## config.mk

```make
export PLATFORM = sky130hd
export DESIGN_NAME = i2c_bit_level_master_flat
export DESIGN_NICKNAME = d
export VERILOG_FILES = /design/src/hw/rtl/i2cblm_pkg.sv /design/src/hw/rtl/i2cblm_intf.sv /design/src/hw/rtl/i2c_bit_level_master.sv /design/src/flat_wrapper.sv
export VERILOG_INCLUDE_DIRS = /design/src /design/src/hw/rtl
export SDC_FILE = /design/constraint.sdc
export NUM_CORES = 1
export LEC_CHECK = 0
export BUFFER_PORTS_ARGS = -buffer_cell sky130_fd_sc_hd__buf_2
export CORE_ASPECT_RATIO = 0.75
export CORE_MARGIN = 2
export CORE_UTILIZATION = 38
export DETAILED_ROUTE_END_ITERATION = 10
export GPL_ROUTABILITY_DRIVEN = 0
export PLACE_DENSITY = 0.56
export SLEW_MARGIN = 20
export SYNTH_ARGS = -nofsm -noshare
export SYNTH_HDL_FRONTEND = slang
export SYNTH_SLANG_ARGS = --single-unit
```

## constraint.sdc

```tcl
create_clock -name i_clk -period 3.59 [get_ports i_clk]
set_input_delay 0.359 -clock i_clk [delete_from_list [all_inputs] [get_ports i_clk]]
set_output_delay 0.359 -clock i_clk [all_outputs]
set_load 0.005 [all_outputs]
```

## src/hw/rtl/i2c_bit_level_master_macros.svh

```systemverilog
// Assertion helpers for the RTL that checks itself.
`ifndef I2C_BIT_LEVEL_MASTER_MACROS_SVH
`define I2C_BIT_LEVEL_MASTER_MACROS_SVH

// Same-cycle implication, checked on every rising edge outside reset.
`define I2CBLM_ASSERT_NOW(label, clk, rst_n, ante, cons, msg) \
    label: assert property (@(posedge clk) disable iff (!rst_n) (ante) |-> (cons)) \
        else $error(msg);

// Next-cycle implication, checked on every rising edge outside reset.
`define I2CBLM_ASSERT_NEXT(label, clk, rst_n, ante, cons, msg) \
    label: assert property (@(posedge clk) disable iff (!rst_n) (ante) |=> (cons)) \
        else $error(msg);

`endif

```

## src/hw/rtl/i2cblm_pkg.sv

```systemverilog
package i2cblm_pkg;

    // Width of the phase tick counter.
    localparam int unsigned DIVIDER_WIDTH = 16;

    localparam int unsigned HALF_PERIOD_W  = 16;
    localparam int unsigned POLL_W         = 8;
    localparam int unsigned CFG_IDX_W      = 8;
    localparam int unsigned CFG_DATA_W     = 16;

    localparam logic [HALF_PERIOD_W-1:0] HALF_PERIOD_RST    = 16'd20;
    localparam logic [POLL_W-1:0]        ACK_POLL_LIMIT_RST = 8'd20;
    localparam logic [3:0]               BITS_PER_BYTE      = 4'd8;

    // Configuration register indexes.
    localparam logic [CFG_IDX_W-1:0] CFG_HALF_PERIOD    = 8'd0;
    localparam logic [CFG_IDX_W-1:0] CFG_ACK_POLL_LIMIT = 8'd1;

    // Command codes.
    localparam logic [2:0] CMD_START     = 3'd0;
    localparam logic [2:0] CMD_STOP      = 3'd1;
    localparam logic [2:0] CMD_WRITE     = 3'd2;
    localparam logic [2:0] CMD_READ_ACK  = 3'd3;
    localparam logic [2:0] CMD_READ_NACK = 3'd4;
    localparam logic [2:0] CMD_READ_ONLY = 3'd5;

    typedef enum logic [3:0] {
        PH_IDLE    = 4'd0,
        PH_ST_A    = 4'd1,
        PH_ST_B    = 4'd2,
        PH_SP_A    = 4'd3,
        PH_SP_B    = 4'd4,
        PH_WR_LO   = 4'd5,
        PH_WR_HI   = 4'd6,
        PH_WA_LO   = 4'd7,
        PH_WA_POLL = 4'd8,
        PH_RD_LO   = 4'd9,
        PH_RD_HI   = 4'd10,
        PH_N_LO    = 4'd11,
        PH_N_HI    = 4'd12,
        PH_N_TAIL  = 4'd13
    } t_phase;

endpackage

```

## src/hw/rtl/i2cblm_intf.sv

```systemverilog
// Tick channel into the sequencer.
interface i2cblm_in_if;
    logic       valid;
    logic       ready;
    logic       cmd_valid;
    logic [2:0] command;
    logic [7:0] tx_byte;
    logic       sda_in;

    modport source (output valid, cmd_valid, command, tx_byte, sda_in, input ready);
    modport sink   (input valid, cmd_valid, command, tx_byte, sda_in, output ready);
endinterface

// Bus levels and status after each tick.
interface i2cblm_out_if;
    logic       valid;
    logic       ready;
    logic       scl_out;
    logic       sda_out;
    logic       sda_drive;
    logic       busy_res;
    logic       done_res;
    logic       ack_seen;
    logic [7:0] rx_byte;

    modport source (output valid, scl_out, sda_out, sda_drive, busy_res, done_res,
                    ack_seen, rx_byte, input ready);
    modport sink   (input valid, scl_out, sda_out, sda_drive, busy_res, done_res,
                    ack_seen, rx_byte, output ready);
endinterface

// Register write channel.
interface i2cblm_cfg_if;
    logic        valid;
    logic        ready;
    logic [7:0]  index;
    logic [15:0] data;

    modport source (output valid, index, data, input ready);
    modport sink   (input valid, index, data, output ready);
endinterface

```

## src/hw/rtl/i2c_bit_level_master.sv

```systemverilog
// Channel   Direction  Carries
// i_in      in         one timing tick: cmd_valid, command, tx_byte, sda_in
// o_out     out        bus levels and status after that tick
// i_cfg     in         register writes: 0 half_period, 1 ack_poll_limit
//
// One request is taken every clock cycle unless the output stalls; its result
// is ready in the next cycle. The sequencer state and the result register update
// in the same edge, so the only limit on rate is the single output register.
// Reset (i_rst_n low at a clock edge) puts the sequencer idle with SCL high and
// SDA released, and loads the register defaults (20 and 20).
// When the result is not taken, i_in.ready drops and no further tick is consumed.
// Register writes are always accepted.

`include "i2c_bit_level_master_macros.svh"

module i2c_bit_level_master
    import i2cblm_pkg::*;
(
    input  logic          i_clk,
    input  logic          i_rst_n,
    i2cblm_in_if.sink     i_in,
    i2cblm_out_if.source  o_out,
    i2cblm_cfg_if.sink    i_cfg
);

    // Configuration registers.
    logic [HALF_PERIOD_W-1:0] r_half_period;
    logic [POLL_W-1:0]        r_ack_poll_limit;

    // Sequencer state.
    t_phase                   r_phase,    n_phase;
    logic [2:0]               r_cmd,      n_cmd;
    logic [3:0]               r_bits,     n_bits;
    logic [7:0]               r_shift,    n_shift;
    logic [DIVIDER_WIDTH-1:0] r_tick,     n_tick;
    logic [POLL_W-1:0]        r_poll,     n_poll;
    logic                     r_ack,      n_ack;
    logic [7:0]               r_rx,       n_rx;
    logic                     r_scl,      n_scl;
    logic                     r_sda_lvl,  n_sda_lvl;
    logic                     r_sda_en,   n_sda_en;
    logic                     n_done;

    // Result register.
    logic                     r_out_valid;
    logic                     r_out_done;

    logic                     in_accept;
    logic [DIVIDER_WIDTH-1:0] tick_inc;
    logic                     phase_over;
    logic [7:0]               shift_wr;
    logic [7:0]               shift_rd;
    logic [3:0]               bits_inc;

    // The result register is free when empty or being drained this cycle.
    assign i_in.ready  = !r_out_valid || o_out.ready;
    assign in_accept   = i_in.valid && i_in.ready;
    assign i_cfg.ready = 1'b1;

    always_ff @(posedge i_clk) begin
        if (!i_rst_n) begin
            r_half_period    <= HALF_PERIOD_RST;
            r_ack_poll_limit <= ACK_POLL_LIMIT_RST;
        end else if (i_cfg.valid) begin
            case (i_cfg.index)
                CFG_HALF_PERIOD:    r_half_period    <= i_cfg.data;
                CFG_ACK_POLL_LIMIT: r_ack_poll_limit <= i_cfg.data[POLL_W-1:0];
                default: ;
            endcase
        end
    end

    // A timed phase ends when the counter reaches the half period or would wrap.
    // A zero half period therefore behaves like one.
    assign tick_inc   = r_tick + 1'b1;
    assign phase_over = (tick_inc == '0) ||
                        (32'(tick_inc) >= 32'(r_half_period));
    assign shift_wr   = {r_shift[6:0], 1'b0};
    assign shift_rd   = {r_shift[6:0], i_in.sda_in};
    assign bits_inc   = r_bits + 1'b1;

    always_comb begin
        n_phase   = r_phase;
        n_cmd     = r_cmd;
        n_bits    = r_bits;
        n_shift   = r_shift;
        n_tick    = r_tick;
        n_poll    = r_poll;
        n_ack     = r_ack;
        n_rx      = r_rx;
        n_scl     = r_scl;
        n_sda_lvl = r_sda_lvl;
        n_sda_en  = r_sda_en;
        n_done    = 1'b0;

        if (r_phase == PH_IDLE || r_phase > PH_N_TAIL) begin
            // Idle: take a command; undefined codes start nothing.
            n_phase = PH_IDLE;
            if (i_in.cmd_valid && i_in.command <= CMD_READ_ONLY) begin
                n_cmd  = i_in.command;
                n_bits = '0;
                n_tick = '0;
                case (i_in.command)
                    CMD_START: begin
                        n_phase = PH_ST_A;
                        {n_scl, n_sda_en, n_sda_lvl} = 3'b111;
                    end
                    CMD_STOP: begin
                        n_phase = PH_SP_A;
                        {n_scl, n_sda_en, n_sda_lvl} = 3'b010;
                    end
                    CMD_WRITE: begin
                        n_shift   = i_in.tx_byte;
                        n_ack     = 1'b0;
                        n_phase   = PH_WR_LO;
                        n_scl     = 1'b0;
                        n_sda_en  = 1'b1;
                        n_sda_lvl = i_in.tx_byte[7];
                    end
                    default: begin
                        n_shift = '0;
                        n_phase = PH_RD_LO;
                        {n_scl, n_sda_en, n_sda_lvl} = 3'b001;
                    end
                endcase
            end
        end else if (r_phase == PH_WA_POLL) begin
            // Acknowledge poll: one SDA sample per tick.
            if (!i_in.sda_in || r_poll >= r_ack_poll_limit) begin
                n_ack   = !i_in.sda_in;
                n_phase = PH_IDLE;
                n_tick  = '0;
                n_done  = 1'b1;
                {n_scl, n_sda_en, n_sda_lvl} = 3'b001;
            end else begin
                n_poll = r_poll + 1'b1;
            end
        end else if (!phase_over) begin
            n_tick = tick_inc;
        end else begin
            n_tick = '0;
            case (r_phase)
                PH_ST_A: begin
                    n_phase = PH_ST_B;
                    {n_scl, n_sda_en, n_sda_lvl} = 3'b110;
                end
                PH_ST_B: begin
                    n_phase = PH_IDLE;
                    n_done  = 1'b1;
                    {n_scl, n_sda_en, n_sda_lvl} = 3'b010;
                end
                PH_SP_A: begin
                    n_phase = PH_SP_B;
                    {n_scl, n_sda_en, n_sda_lvl} = 3'b110;
                end
                PH_SP_B: begin
                    n_phase = PH_IDLE;
                    n_done  = 1'b1;
                    {n_scl, n_sda_en, n_sda_lvl} = 3'b111;
                end
                PH_WR_LO: begin
                    n_phase = PH_WR_HI;
                    n_scl   = 1'b1;
                end
                PH_WR_HI: begin
                    // Next data bit changes at the start of the low phase.
                    n_shift = shift_wr;
                    n_bits  = bits_inc;
                    if (bits_inc >= BITS_PER_BYTE) begin
                        n_phase = PH_WA_LO;
                        {n_scl, n_sda_en, n_sda_lvl} = 3'b001;
                    end else begin
                        n_phase   = PH_WR_LO;
                        n_scl     = 1'b0;
                        n_sda_en  = 1'b1;
                        n_sda_lvl = shift_wr[7];
                    end
                end
                PH_WA_LO: begin
                    n_phase = PH_WA_POLL;
                    n_poll  = '0;
                    {n_scl, n_sda_en, n_sda_lvl} = 3'b101;
                end
                PH_RD_LO: begin
                    n_phase = PH_RD_HI;
                    {n_scl, n_sda_en, n_sda_lvl} = 3'b101;
                end
                PH_RD_HI: begin
                    // Sample on the last tick of the high phase.
                    n_shift = shift_rd;
                    n_bits  = bits_inc;
                    if (bits_inc >= BITS_PER_BYTE) begin
                        n_rx = shift_rd;
                        if (r_cmd == CMD_READ_ACK) begin
                            n_phase = PH_N_LO;
                            {n_scl, n_sda_en, n_sda_lvl} = 3'b010;
                        end else if (r_cmd == CMD_READ_NACK) begin
                            n_phase = PH_N_LO;
                            {n_scl, n_sda_en, n_sda_lvl} = 3'b001;
                        end else begin
                            // Read only: hold SCL low with SDA driven low.
                            n_phase = PH_IDLE;
                            n_done  = 1'b1;
                            {n_scl, n_sda_en, n_sda_lvl} = 3'b010;
                        end
                    end else begin
                        n_phase = PH_RD_LO;
                        {n_scl, n_sda_en, n_sda_lvl} = 3'b001;
                    end
                end
                PH_N_LO: begin
                    n_phase = PH_N_HI;
                    n_scl   = 1'b1;
                end
                PH_N_HI: begin
                    n_scl = 1'b0;
                    if (r_cmd == CMD_READ_ACK) begin
                        // Keep SDA low for one more low half period.
                        n_phase = PH_N_TAIL;
                    end else begin
                        n_phase = PH_IDLE;
                        n_done  = 1'b1;
                    end
                end
                PH_N_TAIL: begin
                    n_phase = PH_IDLE;
                    n_done  = 1'b1;
                    {n_scl, n_sda_en, n_sda_lvl} = 3'b001;
                end
                default: ;
            endcase
        end
    end

    always_ff @(posedge i_clk) begin
        if (!i_rst_n) begin
            r_phase     <= PH_IDLE;
            r_cmd       <= '0;
            r_bits      <= '0;
            r_shift     <= '0;
            r_tick      <= '0;
            r_poll      <= '0;
            r_ack       <= 1'b0;
            r_rx        <= '0;
            r_scl       <= 1'b1;
            r_sda_lvl   <= 1'b1;
            r_sda_en    <= 1'b0;
            r_out_done  <= 1'b0;
            r_out_valid <= 1'b0;
        end else begin
            if (in_accept) begin
                r_phase    <= n_phase;
                r_cmd      <= n_cmd;
                r_bits     <= n_bits;
                r_shift    <= n_shift;
                r_tick     <= n_tick;
                r_poll     <= n_poll;
                r_ack      <= n_ack;
                r_rx       <= n_rx;
                r_scl      <= n_scl;
                r_sda_lvl  <= n_sda_lvl;
                r_sda_en   <= n_sda_en;
                r_out_done <= n_done;
            end
            if (in_accept) begin
                r_out_valid <= 1'b1;
            end else if (o_out.ready) begin
                r_out_valid <= 1'b0;
            end
        end
    end

    // The result of a tick is the state it leaves, so it reads straight from
    // the sequencer registers, which hold while the result waits.
    assign o_out.valid     = r_out_valid;
    assign o_out.scl_out   = r_scl;
    assign o_out.sda_out   = r_sda_lvl;
    assign o_out.sda_drive = r_sda_en;
    assign o_out.busy_res  = (r_phase != PH_IDLE);
    assign o_out.done_res  = r_out_done;
    assign o_out.ack_seen  = r_ack;
    assign o_out.rx_byte   = r_rx;

    `I2CBLM_ASSERT_NOW(a_released_sda_high, i_clk, i_rst_n, !r_sda_en, r_sda_lvl, "released SDA must read high")
    `I2CBLM_ASSERT_NOW(a_done_means_idle, i_clk, i_rst_n, r_out_done, r_phase == PH_IDLE, "done while still busy")
    `I2CBLM_ASSERT_NEXT(a_accept_gives_result, i_clk, i_rst_n, in_accept, r_out_valid, "accepted tick gave no result")
    `I2CBLM_ASSERT_NOW(a_stall_blocks_input, i_clk, i_rst_n, r_out_valid && !o_out.ready, !i_in.ready, "tick taken while result stalled")

endmodule

```

## src/flat_wrapper.sv

```systemverilog
// flat-port wrapper written by rule: the top's interface ports become plain ports
module i2c_bit_level_master_flat import i2cblm_pkg::*;
  (i_clk, i_rst_n, i_in_valid, i_in_cmd_valid, i_in_command, i_in_tx_byte, i_in_sda_in, i_in_ready, o_out_valid, o_out_scl_out, o_out_sda_out, o_out_sda_drive, o_out_busy_res, o_out_done_res, o_out_ack_seen, o_out_rx_byte, o_out_ready, i_cfg_valid, i_cfg_index, i_cfg_data, i_cfg_ready);
  i2cblm_in_if i_in_i ();
  i2cblm_out_if o_out_i ();
  i2cblm_cfg_if i_cfg_i ();
  input  logic i_clk;
  input  logic i_rst_n;
  input wire logic [$bits(i_in_i.valid)-1:0] i_in_valid;
  input wire logic [$bits(i_in_i.cmd_valid)-1:0] i_in_cmd_valid;
  input wire logic [$bits(i_in_i.command)-1:0] i_in_command;
  input wire logic [$bits(i_in_i.tx_byte)-1:0] i_in_tx_byte;
  input wire logic [$bits(i_in_i.sda_in)-1:0] i_in_sda_in;
  output wire logic [$bits(i_in_i.ready)-1:0] i_in_ready;
  output wire logic [$bits(o_out_i.valid)-1:0] o_out_valid;
  output wire logic [$bits(o_out_i.scl_out)-1:0] o_out_scl_out;
  output wire logic [$bits(o_out_i.sda_out)-1:0] o_out_sda_out;
  output wire logic [$bits(o_out_i.sda_drive)-1:0] o_out_sda_drive;
  output wire logic [$bits(o_out_i.busy_res)-1:0] o_out_busy_res;
  output wire logic [$bits(o_out_i.done_res)-1:0] o_out_done_res;
  output wire logic [$bits(o_out_i.ack_seen)-1:0] o_out_ack_seen;
  output wire logic [$bits(o_out_i.rx_byte)-1:0] o_out_rx_byte;
  input wire logic [$bits(o_out_i.ready)-1:0] o_out_ready;
  input wire logic [$bits(i_cfg_i.valid)-1:0] i_cfg_valid;
  input wire logic [$bits(i_cfg_i.index)-1:0] i_cfg_index;
  input wire logic [$bits(i_cfg_i.data)-1:0] i_cfg_data;
  output wire logic [$bits(i_cfg_i.ready)-1:0] i_cfg_ready;
  assign i_in_i.valid = i_in_valid;
  assign i_in_i.cmd_valid = i_in_cmd_valid;
  assign i_in_i.command = i_in_command;
  assign i_in_i.tx_byte = i_in_tx_byte;
  assign i_in_i.sda_in = i_in_sda_in;
  assign i_in_ready = i_in_i.ready;
  assign o_out_valid = o_out_i.valid;
  assign o_out_scl_out = o_out_i.scl_out;
  assign o_out_sda_out = o_out_i.sda_out;
  assign o_out_sda_drive = o_out_i.sda_drive;
  assign o_out_busy_res = o_out_i.busy_res;
  assign o_out_done_res = o_out_i.done_res;
  assign o_out_ack_seen = o_out_i.ack_seen;
  assign o_out_rx_byte = o_out_i.rx_byte;
  assign o_out_i.ready = o_out_ready;
  assign i_cfg_i.valid = i_cfg_valid;
  assign i_cfg_i.index = i_cfg_index;
  assign i_cfg_i.data = i_cfg_data;
  assign i_cfg_ready = i_cfg_i.ready;
  i2c_bit_level_master u_core (.i_clk(i_clk), .i_rst_n(i_rst_n), .i_in(i_in_i), .o_out(o_out_i), .i_cfg(i_cfg_i));
endmodule
```

==> results.md <==
- The clock reaches the later pin of the worst-skew pair after approximately 350 ps.
- The die covers about 14,000 um^2.
- Prior to clock tree synthesis, the placed netlist has a worst setup slack of -5.57 ps.
- The number of max-slew violations in the final report is 0.
- The synthesized net count is 710.
- The arrival time of data at the critical path endpoint is approximately 3700 ps.
- The number of antenna diodes in the final layout is 0.
- The maximum vdd drop is approximately 0.00021 V.
- The count of warnings emitted by yosys is 0.
- The number of filler cells placed in the layout is 1,255.
- Measured on the finished design, the core utilization comes to approximately half.
- STA puts the critical path data required time at 3830 ps.
- The global-route wire length before repair is 21,700 um.
- In the final layout, flip-flops and latches occupy approximately 1600 um^2.
- The share of cells above drive strength 1 is between 20% and 30%.
- The launching element of the worst setup path is u_core.r_tick[0]$_SDFFE_PN0P_.
- The launching element type of the critical path is a flop.
- Counting flops and latches in the post-synthesis netlist gives 80.
- Summing every instance area after synthesis gives approximately 5000 um^2.
- The setup TNS is 0 ps.
- In this run the static leakage power is 2.65 nW.
- After synthesis, the largest family of logic cells by area is simple AND/OR/NAND/NOR gates.
- The power density normalized to cell area is a little under 400 nW/um^2.
- The post-detailed-route wirelength per cell is 15.2 um.
- Clock skew on the completed layout was measured at 4.42 ps.
- The most common flop cell mapped by yosys is dfxtp_1.
- In this run the remaining antenna-violating nets after routing total 0.
- The iteration count of the initial detailed-routing pass is 5.
- The worst register-to-register path begins at u_core.r_tick[0]$_SDFFE_PN0P_.
- Timing would allow up to 287 MHz.
- Summing the areas of all fa, ha and maj instances in the mapped netlist gives between 6 and 7% of the synthesized area.
- The global-route usage over all layers is ~20%.
- The final count of negative-setup-slack endpoints is 0.
- The proportion of synthesized area in mux cells is 9.68%.
- During placement, the flow inserted port buffers numbering 57.
- The clock passes through at most 2 buffers.
- Yosys mapped the design onto 77 distinct sky130hd cell types.
- The async set or reset register ratio after synthesis is 0%.
- The count of maximum capacitance violations is 0.
- The worst max-slew margin expressed relative to the limit is just under 30%.
- Once the floorplan was initialized, standard cells occupied between 30% and 40% of the core.
- The initial DRC count is approximately 350.
- The most critical setup path has its endpoint at u_core.r_shift[5]$_SDFFE_PN0P_.
- The final routed DRC violation total is 0.
- The number of antenna violations at the first check in global routing came to 0.
- The number of flops mapped to enable cells by yosys is 0.
- Along the worst path, the maximum fanout reaches 7.
- The height of the die is 103 um.
- Setup slack closes at around 110 ps.
- The region available for standard cell placement spans 12,900 um^2.
- The routed design could run at a clock period as short as between 3000 and 4000 ps.
- The basic-gate share of the synthesized area counting and, or, nand and nor cells is 23.5%.
- In this run the worst hold path is classified as input pin to flop.
- The count of endpoints failing hold in the final timing report came to 0.
- Entering global routing, the biggest net connects 39 pins.
- The post-detailed-routing wire length is ~14,000 um.
- The worst-case reg-to-reg path depth is 18.
- The multi-input gate area in the final layout is ~3300 um^2.
- STA classifies the critical path endpoint as a flop.
- At the pin with the least slew margin, the transition time is between 1000 and 1500 ps.
- The synthesized netlist devotes 17.4% of its cell area to compound gates.
- In the synthesized netlist, the number of instances is between 600 and 700.
- The worst setup path is of the flop to flop kind.
- The tightest hold margin is roughly 240 ps.
- Compared with the post-synthesis result, the final layout area differs by 25.4%.
- After synthesis, flip-flops and latches occupy 31.9% of the total area.
- Including well taps, the total number of placed cells is between 800 and 900.
- In this run the number of H-tree levels came out at 3.
- The TritonCTS clock tree is done.
- The clock net in this run drives a total of 80 sinks.
- The worst register-to-register path has a setup slack of 110 ps.
- The floorplan has 36 rows.
- The root buffer cell chosen for the clock tree is clkbuf_16.
- The number of global-route vias before repair was between 4,000 and 5,000.
- The number of buffers created by CTS is 9.
- Clock-pin slew was measured on the worst setup and hold paths at about 60 ps.
- The final route contains 4,782 vias.
- After global routing the overflow that remains totals 0.
- The flow ran to the end, and the final reports show no timing, DRC or antenna violations.
- Dividing the detail-routed via count by the number of cells gives roughly 5.3.
- The finished layout holds a little under 900 standard cells, fillers aside.
- The mean instance size in the synthesized netlist is 7.82 um^2.
- During I/O placement, the number of pins put on the boundary was 59.
- Setup repair after global routing could not meet its margin everywhere.
- The final layout contains approximately 800 nets.
- The period utilization is a little over nine tenths.
- The die is 137 um wide.
- Summing the areas of all xor and xnor instances in the mapped netlist gives about 4.2% of the synthesized area.
- The placed wire-length estimate after detailed placement is 9980 um.
- The terminus of the critical flop-to-flop path is u_core.r_shift[5]$_SDFFE_PN0P_.
[cells by family after synthesis]
group / Yosys count
muxes: 47
AOI/OAI and AO/OA: 138
other: 1
DFF: 80
and+or+nand+nor: 244
buffers and inverters: 80
adders and majority gates: 27
xor gates and xnor gates: 24
[power by group]
group          leakage, nW  total [mW]  switching [mW]  internal, mW
Combinational         1.85       0.464           0.274         0.190
Sequential           0.650       0.950          0.0422         0.907
Clock                0.155        1.00           0.381         0.624
Total                 2.65        2.42           0.697          1.72
[registers in the layout, summed over array words and instances, names as in the netlist, 3 cells and up]
name and flops:
u_core.r_cmd 3, u_core.r_tick 16, u_core.r_poll 8, u_core.r_ack_poll_limit 8
u_core.r_shift 7, u_core.o_out.rx_byte 8, u_core.r_phase 4, u_core.r_bits 4
u_core.r_half_period 16
[stage by stage]
step	cell area, um^2	power [mW]
global route	6290	2.54
floorplan	5010	1.24
CTS	6090	2.43
detailed placement	5740	1.40
finish	6290	2.42
global placement	5740	1.40
[final cells by class]
class | instances | area share (%)
Inverter | 39 | 2.33
Timing Repair Buffer | 109 | 11.7
Clock buffer | 10 | 3.80
Tap cell | 171 | 3.40
Clock inverter | 5 | 1.29
Sequential cell | 80 | 25.7
Multi-Input combinational cell | 481 | 51.8
[worst min path at each step]
stage	from	endpoint	slack, ps	cells past startpoint
2_1_floorplan	u_core.r_ack_poll_limit[2]$_SDFFE_PN1P_	u_core.r_ack_poll_limit[2]$_SDFFE_PN1P_	440	2
3_3_place_gp	u_core.o_out.done_res$_SDFFE_PN0P_	u_core.o_out.done_res$_SDFFE_PN0P_	450	2
4_1_cts	i_cfg_data[15]	u_core.r_half_period[15]$_SDFFE_PN0P_	230	3
6_report	i_cfg_data[15]	u_core.r_half_period[15]$_SDFFE_PN0P_	240	3
3_5_place_dp	u_core.o_out.done_res$_SDFFE_PN0P_	u_core.o_out.done_res$_SDFFE_PN0P_	450	2
5_1_grt	i_cfg_data[15]	u_core.r_half_period[15]$_SDFFE_PN0P_	250	3
[cell usage after synthesis, types with 3 or more instances]
library cell	n	area (um^2)
a211oi_1	5	37.5
a21o_1	4	30.0
a21oi_1	44	220
a31o_2	4	35.0
and2_1	5	31.3
and3_1	6	37.5
buf_1	3	11.3
buf_2	7	35.0
clkbuf_1	27	101
dfxtp_1	80	1600
ha_1	27	338
inv_1	38	143
mux2i_1	44	440
nand2_1	86	323
nand2b_1	4	25.0
nand3_1	21	105
nand4_1	8	50.1
nor2_1	61	229
nor2b_1	4	25.0
nor3_1	8	40.0
nor3b_1	3	22.5
nor4_1	5	31.3
o211ai_1	5	37.5
o21ai_0	36	180
o21ai_1	3	15.0
o22ai_1	5	31.3
or2_2	3	18.8
or3_1	6	37.5
or4_1	10	75.1
xnor2_1	20	175
xor2_1	4	35.0
[worst max-delay path, stage by stage (launching register included)]
cell and delay [ps]:
dfxtp_4 370, nand2_2 60, or4_4 560, inv_2 80
and3_4 190, nand3_4 80, xnor2_2 160, ha_1 330
nand4_1 110, nor4_1 240, a21oi_1 100, o21ai_1 90
buf_4 170, a31oi_4 50, buf_6 150, a21o_1 160
a21o_1 180, buf_12 150, mux2i_1 120
[layout by cell type (no fill, tap or decap), types with 27 or more instances in the layout]
cell type	count
nand2_1	85
ha_1	27
buf_4	46
a21oi_1	43
inv_1	36
nor2_1	60
mux2i_1	44
dfxtp_1	73
buf_2	57
o21ai_0	33
[routing by layer]
layer	routed length, um	share of wire [%]	global-route usage [%]
met3	643	4.7	4.34
met4	247	1.8	7.85
met2	5670	42	28.6
met1	7020	52	28.3
met5	0	0	0
[repair_timing]
item,in CTS,in global routing
resized for setup,5,40
pin swaps,0,17
buffers inserted,0,2
cloned,0,1
hold buffers,0,0
setup endpoints to repair,15,47
endpoints found under the hold margin,0,0
(Power assumes the default switching activity.)
